==> src/hw/rtl/uer_pkg.sv <==
// ----------------------------------------------------------------------------
// uer_pkg - shared types and constants of the ultrasonic echo ranger
// Phase codes, register indexes, trigger timing and divide-by-58 constants.
// ----------------------------------------------------------------------------
`default_nettype none

package uer_pkg;

   // Pulse counter width default (range 8 to 32)
   localparam int COUNT_BITS_DEFAULT = 16;
   localparam int COUNT_BITS_MAX     = 32;

   // Field and register widths
   localparam int TICK_BITS = 16;
   localparam int CSR_BITS  = 16;
   localparam int OUT_BITS  = 16;

   // Register indexes
   localparam logic CSR_TIMEOUT_US     = 1'b0;
   localparam logic CSR_ERROR_VALUE_CM = 1'b1;

   // Register reset values
   localparam logic [CSR_BITS-1:0] TIMEOUT_RESET = 16'd30000;
   localparam logic [CSR_BITS-1:0] ERROR_RESET   = 16'd0;

   // Trigger sequence lengths in ticks
   localparam logic [TICK_BITS-1:0] LOW_TICKS  = 16'd2;
   localparam logic [TICK_BITS-1:0] HIGH_TICKS = 16'd10;

   // Distance = width / 58 = (width >> 1) / 29, done as a reciprocal multiply.
   // Widths at or above 58 * 65536 saturate, so the divided value is < 2^21.
   localparam int                 US_PER_CM  = 58;
   localparam int                 HALF_BITS  = 21;
   localparam int                 DIV_SHIFT  = 26;
   localparam int                 RECIP_BITS = 22;
   localparam int                 PROD_BITS  = HALF_BITS + RECIP_BITS;
   localparam logic [31:0]        DIV_SAT    = 32'(US_PER_CM * 65536);
   localparam logic [RECIP_BITS-1:0] DIV_RECIP =
      RECIP_BITS'(((64'd1 << DIV_SHIFT) + 64'd28) / 64'd29);

   // Measurement phase
   typedef enum logic [2:0] {
      PH_IDLE      = 3'd0,
      PH_TRIG_LOW  = 3'd1,
      PH_TRIG_HIGH = 3'd2,
      PH_WAIT_RISE = 3'd3,
      PH_WAIT_FALL = 3'd4
   } uer_phase_type;

   // Flags of one tick, handed from the step logic to the output stage
   typedef struct packed {
      logic trig;     // trigger pin level
      logic busy;     // measurement still running after this tick
      logic done;     // measurement finished on this tick
      logic tmo;      // an edge wait ran out
      logic use_err;  // report the error distance
   } uer_flags_type;

endpackage

`default_nettype wire

==> src/hw/rtl/uer_step.sv <==
// ----------------------------------------------------------------------------
// uer_step - measurement sequencer of the echo ranger
// Holds the phase, tick and pulse counters and advances them by one tick.
// ----------------------------------------------------------------------------
`default_nettype none

module uer_step
   import uer_pkg::*;
#(
   parameter int COUNT_BITS = COUNT_BITS_DEFAULT
) (
   input  wire logic                  clock,
   input  wire logic                  reset,
   input  wire logic                  step_en,
   input  wire logic                  start,
   input  wire logic                  echo,
   input  wire logic [CSR_BITS-1:0]   timeout,
   output      uer_flags_type         flags,
   output      logic [COUNT_BITS-1:0] pulse
);

   localparam logic [COUNT_BITS-1:0] PulseMax = {COUNT_BITS{1'b1}};

   uer_phase_type          phase_ff, phase_in, phase_eff;
   logic [TICK_BITS-1:0]   ticks_ff, ticks_in;
   logic [COUNT_BITS-1:0]  pulse_ff, pulse_in;
   logic                   prev_ff, prev_in;
   logic                   pend_ff, pend_in;
   logic                   rise, fall, fail, ok, trig, done;

   // State registers
   always_ff @(posedge clock) begin
      if (reset) begin
         phase_ff <= PH_IDLE;
         ticks_ff <= '0;
         pulse_ff <= '0;
         prev_ff  <= 1'b0;
         pend_ff  <= 1'b0;
      end else if (step_en) begin
         phase_ff <= phase_in;
         ticks_ff <= ticks_in;
         pulse_ff <= pulse_in;
         prev_ff  <= prev_in;
         pend_ff  <= pend_in;
      end
   end

   assign rise = echo & ~prev_ff;
   assign fall = ~echo & prev_ff;

   // Next state for one tick
   always_comb begin
      phase_eff = phase_ff;
      if (phase_ff != PH_TRIG_LOW && phase_ff != PH_TRIG_HIGH &&
          phase_ff != PH_WAIT_RISE && phase_ff != PH_WAIT_FALL) begin
         phase_eff = PH_IDLE;
      end
      phase_in = phase_eff;
      ticks_in = ticks_ff;
      pulse_in = pulse_ff;
      pend_in  = pend_ff;
      trig     = 1'b0;
      fail     = 1'b0;
      ok       = 1'b0;

      // echo width counts on every busy tick once a rise is captured
      if (phase_eff != PH_IDLE && pend_ff && pulse_ff != PulseMax) begin
         pulse_in = pulse_ff + 1'b1;
      end

      case (phase_eff)
         PH_IDLE: begin
            if (start) begin
               phase_in = PH_TRIG_LOW;
               ticks_in = 16'd1;
               pulse_in = '0;
               pend_in  = 1'b0;
            end
         end
         PH_TRIG_LOW: begin
            if (ticks_ff >= LOW_TICKS) begin
               phase_in = PH_TRIG_HIGH;
               ticks_in = 16'd1;
               trig     = 1'b1;
            end else begin
               ticks_in = ticks_ff + 1'b1;
            end
         end
         PH_TRIG_HIGH: begin
            if (ticks_ff >= HIGH_TICKS) begin
               phase_in = PH_WAIT_RISE;
               ticks_in = '0;
            end else begin
               ticks_in = ticks_ff + 1'b1;
               trig     = 1'b1;
            end
         end
         PH_WAIT_RISE: begin
            if (pend_ff || rise) begin
               if (rise) begin
                  pend_in  = 1'b1;
                  pulse_in = '0;
               end
               phase_in = PH_WAIT_FALL;
               ticks_in = '0;
            end else if (ticks_ff >= timeout) begin
               fail = 1'b1;
            end else begin
               ticks_in = ticks_ff + 1'b1;
            end
         end
         PH_WAIT_FALL: begin
            if (fall) begin
               ok = 1'b1;
            end else if (ticks_ff >= timeout) begin
               fail = 1'b1;
            end else begin
               ticks_in = ticks_ff + 1'b1;
            end
         end
         default: begin
            phase_in = PH_IDLE;
         end
      endcase

      // early rise during the trigger pulse arms the capture
      if ((phase_in == PH_TRIG_LOW || phase_in == PH_TRIG_HIGH) && rise) begin
         pend_in  = 1'b1;
         pulse_in = '0;
      end

      done = fail | ok;
      if (done) begin
         phase_in = PH_IDLE;
         ticks_in = '0;
         pend_in  = 1'b0;
      end
      prev_in = echo;

      flags.trig    = trig;
      flags.busy    = (phase_in != PH_IDLE);
      flags.done    = done;
      flags.tmo     = fail;
      flags.use_err = fail | (ok & (pulse_in == '0));
   end

   assign pulse = pulse_in;

endmodule

`default_nettype wire

==> src/hw/rtl/uer_div58.sv <==
// ----------------------------------------------------------------------------
// uer_div58 - width saturation and distance of the echo ranger
// Clamps the pulse count to 16 bits and divides it by 58 by reciprocal.
// ----------------------------------------------------------------------------
`default_nettype none

module uer_div58
   import uer_pkg::*;
#(
   parameter int COUNT_BITS = COUNT_BITS_DEFAULT
) (
   input  wire logic [COUNT_BITS-1:0] count,
   output      logic [OUT_BITS-1:0]   width_us,
   output      logic [OUT_BITS-1:0]   dist_cm
);

   logic [COUNT_BITS_MAX-1:0] wide;
   logic [HALF_BITS-1:0]      half;
   logic [PROD_BITS-1:0]      prod;

   assign wide = COUNT_BITS_MAX'(count);

   // width clamps to the field maximum
   assign width_us = (wide > 32'h0000_FFFF) ? 16'hFFFF : wide[OUT_BITS-1:0];

   // (count >> 1) * ceil(2^26 / 29) >> 26, exact below the saturation point
   assign half = wide[HALF_BITS:1];
   assign prod = PROD_BITS'(half) * PROD_BITS'(DIV_RECIP);

   assign dist_cm = (wide >= DIV_SAT) ? 16'hFFFF
                                      : prod[DIV_SHIFT +: OUT_BITS];

endmodule

`default_nettype wire

==> src/hw/rtl/ultrasonic_echo_ranger_core.sv <==
// ----------------------------------------------------------------------------
// ultrasonic_echo_ranger_core - trigger/echo ranging for a pulse-echo sensor
// Tick-driven trigger sequencer, echo width counter and distance output.
// ----------------------------------------------------------------------------
// Feed one word per microsecond tick on req_: the start request and the
// sampled echo pin. Each accepted word yields exactly one rsp_ word, with
// the trigger pin level, busy, and on the finishing tick done, timeout flag,
// echo width and distance in cm. One word is taken every cycle unless
// req_stall is high; a word runs through three registers (input, middle,
// output) on its way to rsp_. Stall on rsp_ holds the pipe and
// back-pressures req_ once the internal stages are full. csr_ registers
// (0: timeout in ticks, 1: error distance): the user must write them while idle; not enforced.
`default_nettype none

module ultrasonic_echo_ranger_core
   import uer_pkg::*;
#(
   parameter int COUNT_BITS = COUNT_BITS_DEFAULT
) (
   input  wire logic                clock,
   input  wire logic                reset,
   // configuration
   input  wire logic                csr_wr_en,
   input  wire logic                csr_index,
   input  wire logic [CSR_BITS-1:0] csr_wdata,
   // tick words in
   input  wire logic                req_valid,
   output      logic                req_stall,
   input  wire logic                req_start_req,
   input  wire logic                req_echo_level,
   // result words out
   output      logic                rsp_valid,
   input  wire logic                rsp_stall,
   output      logic                rsp_trigger_level,
   output      logic                rsp_busy_res,
   output      logic                rsp_done_res,
   output      logic                rsp_timed_out,
   output      logic [OUT_BITS-1:0] rsp_echo_width_us,
   output      logic [OUT_BITS-1:0] rsp_distance_cm
);

   logic [CSR_BITS-1:0]   timeout_ff, error_ff;
   logic                  in_valid_ff, in_start_ff, in_echo_ff;
   logic                  mid_valid_ff;
   uer_flags_type         mid_flags_ff, step_flags;
   logic [COUNT_BITS-1:0] mid_pulse_ff, step_pulse;
   logic                  out_valid_ff;
   uer_flags_type         out_flags_ff;
   logic [OUT_BITS-1:0]   out_width_ff, out_dist_ff;
   logic [OUT_BITS-1:0]   width_in, dist_in, div_width, div_dist;
   logic                  in_ready, mid_ready, out_ready;

   // Configuration registers
   always_ff @(posedge clock) begin
      if (reset) begin
         timeout_ff <= TIMEOUT_RESET;
         error_ff   <= ERROR_RESET;
      end else if (csr_wr_en) begin
         case (csr_index)
            CSR_TIMEOUT_US:     timeout_ff <= csr_wdata;
            CSR_ERROR_VALUE_CM: error_ff   <= csr_wdata;
            default:            timeout_ff <= timeout_ff;
         endcase
      end
   end

   // Stage ready chain
   assign out_ready = ~out_valid_ff | ~rsp_stall;
   assign mid_ready = ~mid_valid_ff | out_ready;
   assign in_ready  = ~in_valid_ff | mid_ready;
   assign req_stall = ~in_ready;

   // Input register
   always_ff @(posedge clock) begin
      if (reset) begin
         in_valid_ff <= 1'b0;
      end else if (in_ready) begin
         in_valid_ff <= req_valid;
      end
   end

   always_ff @(posedge clock) begin
      if (in_ready) begin
         in_start_ff <= req_start_req;
         in_echo_ff  <= req_echo_level;
      end
   end

   // Sequencer: state advances when the word moves to the middle stage
   uer_step #(
      .COUNT_BITS(COUNT_BITS)
   ) u_step (
      .clock   (clock),
      .reset   (reset),
      .step_en (in_valid_ff & mid_ready),
      .start   (in_start_ff),
      .echo    (in_echo_ff),
      .timeout (timeout_ff),
      .flags   (step_flags),
      .pulse   (step_pulse)
   );

   // Middle register
   always_ff @(posedge clock) begin
      if (reset) begin
         mid_valid_ff <= 1'b0;
      end else if (mid_ready) begin
         mid_valid_ff <= in_valid_ff;
      end
   end

   always_ff @(posedge clock) begin
      if (mid_ready) begin
         mid_flags_ff <= step_flags;
         mid_pulse_ff <= step_pulse;
      end
   end

   // Width clamp and distance
   uer_div58 #(
      .COUNT_BITS(COUNT_BITS)
   ) u_div58 (
      .count    (mid_pulse_ff),
      .width_us (div_width),
      .dist_cm  (div_dist)
   );

   always_comb begin
      width_in = '0;
      dist_in  = '0;
      if (mid_flags_ff.done) begin
         if (mid_flags_ff.use_err) begin
            dist_in = error_ff;
         end else begin
            width_in = div_width;
            dist_in  = div_dist;
         end
      end
   end

   // Output register
   always_ff @(posedge clock) begin
      if (reset) begin
         out_valid_ff <= 1'b0;
      end else if (out_ready) begin
         out_valid_ff <= mid_valid_ff;
      end
   end

   always_ff @(posedge clock) begin
      if (out_ready) begin
         out_flags_ff <= mid_flags_ff;
         out_width_ff <= width_in;
         out_dist_ff  <= dist_in;
      end
   end

   assign rsp_valid         = out_valid_ff;
   assign rsp_trigger_level = out_flags_ff.trig;
   assign rsp_busy_res      = out_flags_ff.busy;
   assign rsp_done_res      = out_flags_ff.done;
   assign rsp_timed_out     = out_flags_ff.tmo;
   assign rsp_echo_width_us = out_width_ff;
   assign rsp_distance_cm   = out_dist_ff;

   // Checks
   a_done_not_busy: assert property (@(posedge clock) disable iff (reset)
      rsp_valid && rsp_done_res |-> !rsp_busy_res)
      else $error("finished measurement still reported busy");

   a_tmo_with_done: assert property (@(posedge clock) disable iff (reset)
      rsp_valid && rsp_timed_out |-> rsp_done_res && rsp_echo_width_us == '0)
      else $error("timeout flagged without done or with a width");

   a_quiet_fields: assert property (@(posedge clock) disable iff (reset)
      rsp_valid && !rsp_done_res |-> rsp_echo_width_us == '0 && rsp_distance_cm == '0)
      else $error("result fields set on a tick without done");

   a_trig_busy: assert property (@(posedge clock) disable iff (reset)
      rsp_valid && rsp_trigger_level |-> rsp_busy_res && !rsp_done_res)
      else $error("trigger driven outside a running measurement");

endmodule

`default_nettype wire

==> config.mk <==
export PLATFORM = sky130hd
export DESIGN_NAME = ultrasonic_echo_ranger_core
export DESIGN_NICKNAME = d
export VERILOG_FILES = /design/src/hw/rtl/uer_pkg.sv /design/src/hw/rtl/uer_step.sv /design/src/hw/rtl/uer_div58.sv /design/src/hw/rtl/ultrasonic_echo_ranger_core.sv
export SDC_FILE = /design/constraint.sdc
export NUM_CORES = 1
export LEC_CHECK = 0
export ABC_AREA = 1
export ABC_CLOCK_PERIOD_IN_PS = 15500
export BUFFER_PORTS_ARGS = -buffer_cell sky130_fd_sc_hd__buf_4
export CAP_MARGIN = 30
export CORE_AREA = 5 5 132 227
export CTS_BUF_LIST = sky130_fd_sc_hd__clkbuf_16
export CTS_CLUSTER_SIZE = 40
export DETAILED_ROUTE_END_ITERATION = 8
export DIE_AREA = 0 0 137 232
export PLACE_DENSITY = 0.62
export REMOVE_ABC_BUFFERS = 1
export SYNTH_ARGS = -nofsm -noshare
export SYNTH_HDL_FRONTEND = slang
export SYNTH_SLANG_ARGS = --single-unit
==> constraint.sdc <==
create_clock -name clock -period 15.5 [get_ports clock]
set_input_delay 3.1 -clock clock [delete_from_list [all_inputs] [get_ports clock]]
set_output_delay 3.1 -clock clock [all_outputs]
set_load 0.05 [all_outputs]
==> metrics.md, run 1 <==
| Metric | Value |
|---|---|
| Slew Viols, Final | 0 |
| Max Fclk | 125 MHz |
| Startpoint types | input pin |
| PostCTS Resize Cnt | 0 |
| Layout Cells excl Fill | 1954 |
| RSZ-0062 raised after global routing | no |
| Top delay family on crit path | buffers and inverters |
| N_diodes | 0 |
| Crit path cell chain | buf_4, nand2_2, buf_4, nor2_1, inv_1, nor2_1, buf_4 |
| Post-Synth XOR/XNOR Area | 1.64% |
| Sw power | 352 uW |
| Final period util | 51.6% |
| ANT nets after route | 0 |
| Initial DRC Count | 454 |
| Total number of yosys warnings | 0 |
| Post-Synth Simple-Gate Area | 17.7% |
| Clock slew at reported path FFs | 0.06 ns |
| Clock Power Share | 38.9% |
| GR Overflow Total | 0 |
| TritonCTS clock tree | done |
| Most used cell, CP | buf_4 |
| Worst hold stages | 0 |
| Total Die Area | 0.0318 mm^2 |
| Final core utilization | 49.4% |
| Depth of the CTS H-tree | 4 |
| Post-Synthesis Cells | 1509 |
| Yosys reg bits | 131 |
| Layout cell share with drive strength beyond 1 | 8.79% |
| Root Driver | clkbuf_16 |
| FP Rows | 81 |
| DR vias | 9961 |
| Pre-CTS setup slack | 7.40 ns |
| Skew final | 0.0124 ns |
| Post-Syn Area per Cell | 8.16 um^2 |
| Worst setup margin | 7.50 ns |
| Largest net degree at the start of global routing | 39 |
| Post-detail-place hpwl | 27500 um |
| Leakage | 0.00699 uW |
| Worst-Skew Late Latency | 0.45 ns |
| Post-synthesis cell area | 0.0123 mm^2 |
| Compound-Gate Fraction of Synth Area | 10.1% |
| P&R area growth vs syn | 11.8% |
| Seq/Total Area, Yosys | 26.1% |
| # IOs | 62 |
| Post-synthesis mux area share | 0% |
| Worst Path Arrival | 4.90 ns |
| DR WL/cell | 17.2 um |
| Worst Reg2Reg Path Length in Cells | 18 |
| Number of CTS-inserted buffers | 17 |
| Main combinational cell family by area after synthesis | adder cells |
| GRT Overall Usage | 22.2% |
| DRT Wirelength | 33500 um |
| Status | completed |
| Sequential share of power | 36.2% |
| CP max stage cell | inv_1 |
| Maximum capacitance violations | 0 |
| CP peak stage delay | 0.69 ns |
| Worst Path Class, Setup | input pin to output pin |
| Hold Slack | 0.422 ns |
| Hold-fix buffers at CTS | 0 |
| Reg2reg start | mid_pulse_ff[13] |
| Yosys cell types | 44 |
| Worst Path Required | 12.40 ns |
| Critical R2R Capture | rsp_distance_cm[2] |
| Core area | 0.0279 mm^2 |
| Hold Vio Cnt, Final | 0 |
| Clk buf depth | 2 |
| Slew HR | 37.7% |
| Post-CTS Setup Bufs | 0 |
| Initial Util | 44.2% |
| Vias in the first global route | 10300 |
| 1st-pass router iterations | 5 |
| Final setup viols | 0 |
| Die height | 232 um |
| Sw Share | 33.1% |
| Min Tclk post-route | 8.00 ns |
| Port buffer count | 61 |
| Least-Margin Pin Slew | 0.933 ns |
| Crit-path max FO | 38 |
| Element type at the critical path end | output pin |
| Placed cells | 1922 |
| Hold path startpoint | mid_flags_ff[4] |
| PwrDens | 77.1 mW/mm^2 |
| Die W | 137 um |
| Worst Hold Class | flop to flop |
| First-pass GRT wire length | 53200 um |
| Gate power share | 24.9% |
| Routability congestion estimate | 1.02 |
| Worst Hold End | rsp_trigger_level |
| Critical path depth | 7 |
| R2R Setup Slk | 9.39 ns |
| Final setup TNS | 0 ns |
| Worst Path Buf+Inv | 4 |
| Nets@finish | 1858 |
| Peak VDD IR | 74.0 uV |
| Area share of fa/ha/maj cells after synthesis | 33.8% |
| Initial antenna violation count | 0 |
| Sinks on the clock net | 131 |
| Cell Int Power | 710 uW |
| Post-route DRC | 0 |
| DR vias/cell | 5.10 |
==> layer usage <==
layer | share of wire, % | GRT usage, % | vias up
li1 | - | - | 4915
met1 | 34 | 21.4 | 4717
met2 | 56 | 42.7 | 222
met3 | 2.9 | 2.99 | 107
met4 | 6.8 | 14.2 | 0
met5 | 0 | 0 | -
==> layout by cell type (no fill, tap or decap), types with 11 or more instances in the layout <==
| master | count |
|---|---|
| nor2_1 | 158 |
| o21ai_0 | 72 |
| nor3_1 | 20 |
| nand4_1 | 14 |
| ha_1 | 155 |
| o211ai_1 | 11 |
| dfxtp_1 | 72 |
| nand3_1 | 48 |
| xor2_1 | 19 |
| buf_4 | 64 |
| inv_1 | 301 |
| a21oi_1 | 98 |
| edfxtp_1 | 59 |
| nand2_1 | 243 |
| clkbuf_16 | 19 |
| inv_2 | 15 |
| fa_1 | 111 |
==> cell type report <==
type                    count  area, um^2
flip-flops and latches    131        3210
repair buffers             65         508
multi-input cells        1033        7790
inverters                 320        1200
well taps                 373         467
clock buffers              19         475
fillers                  2762       14100
clock inverters            13         119
==> power by group through the flow <==
stage	clock network (uW)	registers, uW	logic (uW)
6_report	413	384	265
5_1_grt	436	385	305
4_1_cts	422	384	268
3_5_place_dp	0	392	265
3_3_place_gp	0	391	262
2_1_floorplan	0	396	182
==> stage by stage <==
step	cell area [um^2]	power, uW
after floorplan	12200	578
after global placement	13200	653
after detailed placement	13200	656
after CTS	13800	1070
after global routing	13800	1130
final	13800	1060
==> synthesized netlist by cell type, drive strengths merged <==
cell	number	share of area, %
nand3b	5	0.30
ha	155	16
o22ai	2	0.10
clkbuf	19	0.58
nor4	1	0.051
xor2	19	1.4
and3	2	0.10
inv	315	9.6
nand2	253	7.9
o21a	4	0.24
o21ai	82	3.3
nand3	50	2.1
fa	111	18
o21bai	6	0.37
a211oi	5	0.35
or2	8	0.41
a21oi	99	4.1
edfxtp	59	14
a2111oi	1	0.071
buf	6	0.34
a31oi	6	0.30
nor2	164	5.2
nor3	21	0.89
a21boi	3	0.21
nand4	14	0.71
o211ai	11	0.67
xnor2	4	0.28
clkinv	5	0.15
dfxtp	72	12
a21o	7	0.43
==> registers in the layout, indices dropped and copies added (netlist names), 3 cells and up <==
| signal | count |
|---|---|
| error_ff | 16 |
| mid_flags_ff | 5 |
| mid_pulse_ff | 16 |
| rsp_distance_cm | 16 |
| rsp_echo_width_us | 16 |
| timeout_ff | 16 |
| u_step.phase_ff | 3 |
| u_step.pulse_ff | 16 |
| u_step.ticks_ff | 16 |
==> cells by family (layout without fill, tap and decap cells) <==
group / count (synthesis) / in the layout
and+or+nand+nor: 518 / 518
AOI/OAI and AO/OA: 226 / 226
DFF: 131 / 131
adders and majority gates: 266 / 266
buffers and inverters: 345 / 417
xor gates and xnor gates: 23 / 23
==> worst max-delay path by stage <==
stage / start / end / slack (ns)
CTS: rsp_stall / req_stall / 7.40
detailed placement: rsp_stall / req_stall / 7.40
finish: rsp_stall / req_stall / 7.50
global placement: rsp_stall / req_stall / 7.46
global route: rsp_stall / req_stall / 7.28
floorplan: rsp_stall / req_stall / 7.27
(Power assumes the default switching activity.)
==> run 2: changes to the inputs <==
ABC_AREA = 0   (was 1)
ABC_CLOCK_PERIOD_IN_PS = 7550   (was 15500)
CORE_AREA = 5 5 128 221   (was 5 5 132 227)
DIE_AREA = 0 0 133 226   (was 0 0 137 232)
clock period = 7.55 ns   (was 15.5 ns; I/O delays follow)
==> run 2 against run 1 <==
  * Routed wire length is 8.5% lower
  * Worst setup slack worse by 6.5 ns
  * Register-to-register slack worse by 8.4 ns
  * Largest cell class unchanged
  * Core utilization is 0.40 points lower
  * Total power is 61% higher
  * Final area is 6.1% lower
  * Via count is 14% lower
  * Count of clock-buffer cells in the layout is 2 lower
  * Sequential share of layout area is 1.5 points higher
  * Sequential cell count stayed put
  * Non-clock buffer count is 1 higher
==> metrics.md, run 2 <==
| Metric | Value |
|---|---|
| RSZ-0062 raised after global routing | no |
| DR vias/cell | 5.38 (+5.5%) |
| Status | completed |
| Worst-Skew Late Latency | 0.44 ns (about the same) |
| Post-CTS Setup Bufs | 0 (unchanged) |
| DR vias | 8553 (-14%) |
| Sinks on the clock net | 131 (unchanged) |
| Min Tclk post-route | 6.58 ns |
| Total number of yosys warnings | 0 (unchanged) |
| Most used cell, CP | fa_1 |
| Critical path depth | 18 (+11) |
| Hold Vio Cnt, Final | 0 (unchanged) |
| PwrDens | 132 mW/mm^2 (+71%) |
| PostCTS Resize Cnt | 0 (unchanged) |
| P&R area growth vs syn | 11.0% |
| Initial Util | 44.2% (about the same) |
| Skew final | 0.0122 ns (-0.000184 ns) |
| Commonest non-fill, non-tap cell in the layout | inv_1 |
| Number of CTS-inserted buffers | 17 (unchanged) |
| 1st-pass router iterations | 5 (unchanged) |
| CP max stage cell | fa_1 |
| Post-route DRC | 0 (unchanged) |
| Core area | 0.0264 mm^2 (-5.3%) |
| Worst Hold Class | flop to flop |
| Die height | 226 um (-2.6%) |
| N_diodes | 0 (unchanged) |
| Crit path cell chain | fa_1, fa_1, fa_1, fa_1, fa_1, inv_1, fa_1, inv_1, ha_1, nand4_1, nor3_1, o211ai_1, o2111ai_1, a41oi_2, o21bai_1, xnor2_1, o21ai_1, and2_1 |
| Post-detail-place hpwl | 24900 um (-9.5%) |
| Top delay family on crit path | adder cells |
| Worst Reg2Reg Path Length in Cells | 18 (unchanged) |
| DRT Wirelength | 30700 um (-8.5%) |
| Hold-fix buffers at CTS | 0 (unchanged) |
| Element type at the critical path end | flop |
| ANT nets after route | 0 (unchanged) |
| Slew HR | 34.1% (-3.7 points) |
| Most frequent cell after synthesis | inv_1 |
| Depth of the CTS H-tree | 4 (unchanged) |
| Area share of the largest cell type after synthesis | 19.1% (+1.0 points) |
| R2R Setup Slk | 0.97 ns (-8.42 ns) |
| Final setup viols | 0 (unchanged) |
| Post-synthesis cell area | 0.0117 mm^2 (-5.3%) |
| Worst hold stages | 0 (unchanged) |
| Nets@finish | 1544 (-17%) |
| Asr flop ratio synth | 0% (unchanged) |
| Number of synthesized flops with an enable pin | 59 (unchanged) |
| Worst Path Class, Setup | flop to flop |
| Final period util | 87.1% |
| Ys flop type | dfxtp_1 |
| Area contributors post-synth | fa_1 19%, ha_1 17%, edfxtp_1 15%, dfxtp_1 12%, inv_1 6.6% |
| Largest net degree at the start of global routing | 66 (+69%) |
| Routability congestion estimate | 1.03 (+0.50%) |
| TritonCTS clock tree | done |
| Post-Syn Area per Cell | 9.65 um^2 (+18%) |
| # IOs | 62 (unchanged) |
| Port buffer count | 61 (unchanged) |
| Root Driver | clkbuf_16 |
| Seq/Total Area, Yosys | 27.6% (+1.5 points) |
| Yosys cell types | 79 (+80%) |
| Initial DRC Count | 470 (+3.5%) |
| GR Overflow Total | 0 (unchanged) |
| Vias in the first global route | 9084 (-12%) |
| Leakage | 0.00644 uW (-7.9%) |
| Worst Path Required | 7.75 ns (-4.65 ns) |
| First-pass GRT wire length | 48500 um (-8.8%) |
| Final setup TNS | 0 ns (unchanged) |
| Hold Slack | 0.432 ns (+0.0101 ns) |
| CP peak stage delay | 0.70 ns (about the same) |
| Crit-path max FO | 9 (-76%) |
| Startpoint types | flop |
| Peak VDD IR | 163 uV (+120%) |
| Commonest non-fill, non-tap cells in the layout | 209 x inv_1, 155 x ha_1, 117 x nand2_1 |
| Least-Margin Pin Slew | 0.983 ns (+0.0500 ns) |
| Layout cell share with drive strength beyond 1 | 10.7% (+1.9 points) |
| Yosys reg bits | 131 (unchanged) |
| Synth cell count leaders | 205 x inv_1, 155 x ha_1, 118 x nand2_1 |
| Post-Synthesis Cells | 1208 (-20%) |
| Total Die Area | 0.0301 mm^2 (-5.4%) |
| Biggest area consumer among synthesized cells | fa_1 |
| Initial antenna violation count | 0 (unchanged) |
| Clk buf depth | 2 (unchanged) |
| Clock slew at reported path FFs | 0.07 ns (about the same) |
| GRT Overall Usage | 21.1% (-1.1 points) |
| FP Rows | 79 (-2.5%) |
| Die W | 133 um (-2.9%) |
| Slew Viols, Final | 0 (unchanged) |
| DR WL/cell | 19.3 um (+12%) |
| Maximum capacitance violations | 0 (unchanged) |
| Worst Path Buf+Inv | 2 (-2) |
| Max Fclk | 152 MHz |
| Worst Path Arrival | 6.78 ns (+1.88 ns) |
[run 2: cell types whose count changed after synthesis, moves of 12 or more]
cell     delta
a21o_1     +12
a21oi_1    -26
and2_1     +15
and3_1     +18
inv_1      -95
inv_2      -14
nand2_1   -126
nand3_1    -19
nor2_1    -106
o21ai_0    -46
xnor2_1    +12
[run 2: routing by layer]
metal | global-route usage [%] | share of wire [%] | vias to the layer above
met3 | 3.01 | 2.2 | 71
li1 | - | - | 4159
met1 | 20.9 | 35 | 4180
met5 | 0 | 0 | -
met2 | 40.8 | 56 | 143
met4 | 13.0 | 6.0 | 0
[run 2: metrics by stage]
stage          util [%]  instances  setup slack [ns]  instance area [um^2]  power [uW]
6_report           49.0       1591             0.972                 12900        1710
5_1_grt            49.0       1591             0.739                 12900        1770
4_1_cts            49.0       1591             0.938                 12900        1720
3_5_place_dp       46.9       1559             0.927                 12400         918
3_3_place_gp       46.8       1558             0.967                 12400         915
2_1_floorplan         -       1169              1.75                 11500         863
[run 2: final cells by class]
| type | count | area (um^2) |
|---|---|---|
| repair buffers | 66 | 508 |
| clock inverters | 15 | 126 |
| well taps | 324 | 405 |
| inverters | 207 | 777 |
| multi-input cells | 831 | 7480 |
| flip-flops and latches | 131 | 3210 |
| fillers | 2466 | 13500 |
| clock buffers | 17 | 425 |
[run 2: where the power goes]
| group | leakage [uW] | internal (uW) | switching, uW | total (uW) |
|---|---|---|---|---|
| Clock | 0.000294 | 477 | 327 | 804 |
| Combinational | 0.00485 | 46.9 | 90.7 | 138 |
| Sequential | 0.00130 | 754 | 9.80 | 764 |
| Total | 0.00644 | 1280 | 428 | 1710 |
[run 2: kinds of logic (layout without fill, tap and decap cells)]
| family | Yosys count | in the layout | synth area share [%] |
|---|---|---|---|
| muxes | 2 | 2 | 0.182 |
| buffers and inverters | 246 | 305 | 8.32 |
| adders and majority gates | 266 | 266 | 35.7 |
| DFF | 131 | 131 | 27.6 |
| xor gates and xnor gates | 25 | 25 | 1.88 |
| AOI/OAI and AO/OA | 209 | 209 | 11.6 |
| and+or+nand+nor | 329 | 329 | 14.7 |
[run 2: path summary, 6_finish.rpt]
check / startpoint / to
hold reg to reg: mid_flags_ff[4] / rsp_trigger_level
hold / removal: mid_flags_ff[4] / rsp_trigger_level
setup / recovery: mid_pulse_ff[13] / rsp_distance_cm[9]
setup reg to reg: mid_pulse_ff[13] / rsp_distance_cm[9]
[run 2: worst register-to-register path, stage by stage, from the launching register on]
cell       delay, ns
edfxtp_1        0.59
fa_1            0.70
fa_1            0.46
fa_1            0.52
fa_1            0.54
fa_1            0.55
inv_1           0.05
fa_1            0.52
inv_1           0.04
ha_1            0.32
nand4_1         0.12
nor3_1          0.46
o211ai_1        0.35
o2111ai_1       0.32
a41oi_2         0.20
o21bai_1        0.23
xnor2_1         0.14
o21ai_1         0.06
and2_1          0.17
==> run 3: changes to the inputs <==
REMOVE_ABC_BUFFERS = not set   (was 1)
==> run 3 against run 2 <==
  * Final cell count hardly changed
  * Global-route usage decreased by 0.090 points
  * Sequential share of layout area is 0.10 points higher
  * Total power down 4.5%
  * Clock skew down 0.00073 ns
  * Routed wire length is 1.1% higher
  * Die area stayed put
  * Critical path depth is the same
  * Sequential cell count did not move
  * Sequential power hardly changed
  * Highest routed layer unchanged
==> metrics.md, run 3 (synthesis gave the netlist of run 2 again) <==
| Metric | Value |
|---|---|
| FP Rows | 79 (unchanged) |
| Least-Margin Pin Slew | 0.967 ns (-0.0161 ns) |
| Slew Viols, Final | 0 (unchanged) |
| PwrDens | 126 mW/mm^2 (-4.1%) |
| Clock slew at reported path FFs | 0.06 ns (about the same) |
| Root Driver | clkbuf_16 |
| Port buffer count | 61 (unchanged) |
| Die height | 226 um (unchanged) |
| Final core utilization | 48.8% (-0.20 points) |
| TritonCTS clock tree | done |
| Routability congestion estimate | 0.976 (-5.2%) |
| Layout cell share with drive strength beyond 1 | 10.8% (+0.087 points) |
| Max Fclk | 157 MHz (+3.1%) |
| Clk buf depth | 2 (unchanged) |
| Worst Path Arrival | 6.56 ns (-0.22 ns) |
| Peak VDD IR | 134 uV (-18%) |
| Post-CTS Setup Bufs | 0 (unchanged) |
| Critical R2R Capture | rsp_distance_cm[9] |
| Post-route DRC | 0 (unchanged) |
| Core area | 0.0264 mm^2 (unchanged) |
| GR Overflow Total | 0 (unchanged) |
| Nets@finish | 1544 (unchanged) |
| RSZ-0062 raised after global routing | no |
| P&R area growth vs syn | 10.5% |
| Hold path startpoint | mid_flags_ff[1] |
| Worst Hold Class | flop to flop |
| Worst Path Class, Setup | flop to flop |
| 1st-pass router iterations | 5 (unchanged) |
| Skew final | 0.0115 ns (-0.000725 ns) |
| Reg2reg start | mid_pulse_ff[13] |
| Initial Util | 44.2% (unchanged) |
| Worst Reg2Reg Path Length in Cells | 18 (unchanged) |
| Commonest non-fill, non-tap cells in the layout | 207 x inv_1, 155 x ha_1, 117 x nand2_1 |
| Element type at the critical path end | flop |
| Min Tclk post-route | 6.38 ns (-0.200 ns) |
| Worst Hold End | rsp_timed_out |
| Commonest non-fill, non-tap cell in the layout | inv_1 |
| Syn nets | 1498 |
| Slew HR | 35.2% (+1.1 points) |
| # IOs | 62 (unchanged) |
| Hold Vio Cnt, Final | 0 (unchanged) |
| First-pass GRT wire length | 48400 um (-0.31%) |
| R2R Setup Slk | 1.17 ns (+0.20 ns) |
| Hold-fix buffers at CTS | 0 (unchanged) |
| Sinks on the clock net | 131 (unchanged) |
| Final setup TNS | 0 ns (unchanged) |
| Largest net degree at the start of global routing | 66 (unchanged) |
| GRT Overall Usage | 21.1% (-0.090 points) |
| Post-detail-place hpwl | 25600 um (+3.0%) |
| DR WL/cell | 19.5 um (+1.2%) |
| Vias in the first global route | 9205 (+1.3%) |
| Status | completed |
| Worst Path Required | 7.73 ns (-0.02 ns) |
| DR vias | 8664 (+1.3%) |
| Startpoint types | flop |
| Final setup viols | 0 (unchanged) |
| Crit-path max FO | 9 (unchanged) |
| DRT Wirelength | 31100 um (+1.1%) |
| N_diodes | 0 (unchanged) |
| PostCTS Resize Cnt | 0 (unchanged) |
| Initial antenna violation count | 0 (unchanged) |
| Initial DRC Count | 396 (-16%) |
| Maximum capacitance violations | 0 (unchanged) |
| DR vias/cell | 5.45 (+1.4%) |
| Leakage | 0.00641 uW (-0.48%) |
| Final period util | 84.5% (-2.6 points) |
| ANT nets after route | 0 (unchanged) |
| Depth of the CTS H-tree | 4 (unchanged) |
| Total Die Area | 0.0301 mm^2 (unchanged) |
| Worst hold stages | 0 (unchanged) |
| Worst-Skew Late Latency | 0.43 ns (about the same) |
| Die W | 133 um (unchanged) |
| Number of CTS-inserted buffers | 17 (unchanged) |
run 3: cell count changes in the layout (fill, tap and decap cells not counted), sizes merged:
cell / delta
bufinv: -2
clkinv: +2
clkinvlp: +1
inv: -2
run 3: how the worst max path moves through the flow:
stage                     start                  end  cells after the start  slack [ns]
5_1_grt        mid_pulse_ff[13]   rsp_distance_cm[9]                     18        0.78
2_1_floorplan  mid_pulse_ff[13]  rsp_distance_cm[10]                     18        1.76
6_report       mid_pulse_ff[13]   rsp_distance_cm[9]                     18        1.17
3_3_place_gp   mid_pulse_ff[13]   rsp_distance_cm[9]                     18        1.20
3_5_place_dp   mid_pulse_ff[13]   rsp_distance_cm[9]                     18        1.19
4_1_cts        mid_pulse_ff[13]   rsp_distance_cm[9]                     18        1.17
run 3: report_power, final:
part / internal, uW / switching (uW) / leakage, uW
sequential: 754 / 10.5 / 0.00130
clock: 408 / 317 / 0.000263
combinational: 47.0 / 91.5 / 0.00485
total: 1210 / 419 / 0.00641
run 3: cell type report:
cell class,instances,area (um^2)
Clock buffer,17,425
Clock inverter,14,73.8
Multi-Input combinational cell,831,7480
Timing Repair Buffer,66,508
Fill cell,2518,13500
Sequential cell,131,3210
Tap cell,324,405
Inverter,207,777
run 3: routing by layer:
layer | up-vias | share of wire, % | GRT usage, %
li1 | 4152 | - | -
met1 | 4260 | 34 | 19.4
met2 | 167 | 56 | 41.2
met3 | 85 | 2.4 | 3.34
met4 | 0 | 7.4 | 14.7
met5 | - | 0 | 0
run 3: worst max-delay path, stage by stage, from the launching register on:
cell and delay (ns):
edfxtp_1 0.60, fa_1 0.70, fa_1 0.47, fa_1 0.53, fa_1 0.52, fa_1 0.54, inv_1 0.05, fa_1 0.52
inv_1 0.04, ha_1 0.30, nand4_1 0.13, nor3_1 0.35, o211ai_1 0.26, o2111ai_1 0.28, a41oi_2 0.20, o21bai_1 0.24
xnor2_1 0.15, o21ai_1 0.07, and2_1 0.16
run 3: metrics by stage:
stage | area (um^2) | hold WS (ns) | worst slack (ns) | total power (uW) | std cells
after CTS | 12900 | 0.420 | 1.17 | 1650 | 1590
final | 12900 | 0.417 | 1.17 | 1630 | 1590
after detailed placement | 12400 | 0.406 | 1.19 | 919 | 1559
after global routing | 12900 | 0.432 | 0.783 | 1690 | 1590
after global placement | 12400 | 0.407 | 1.20 | 916 | 1558
after floorplan | 11700 | 0.400 | 1.76 | 873 | 1208
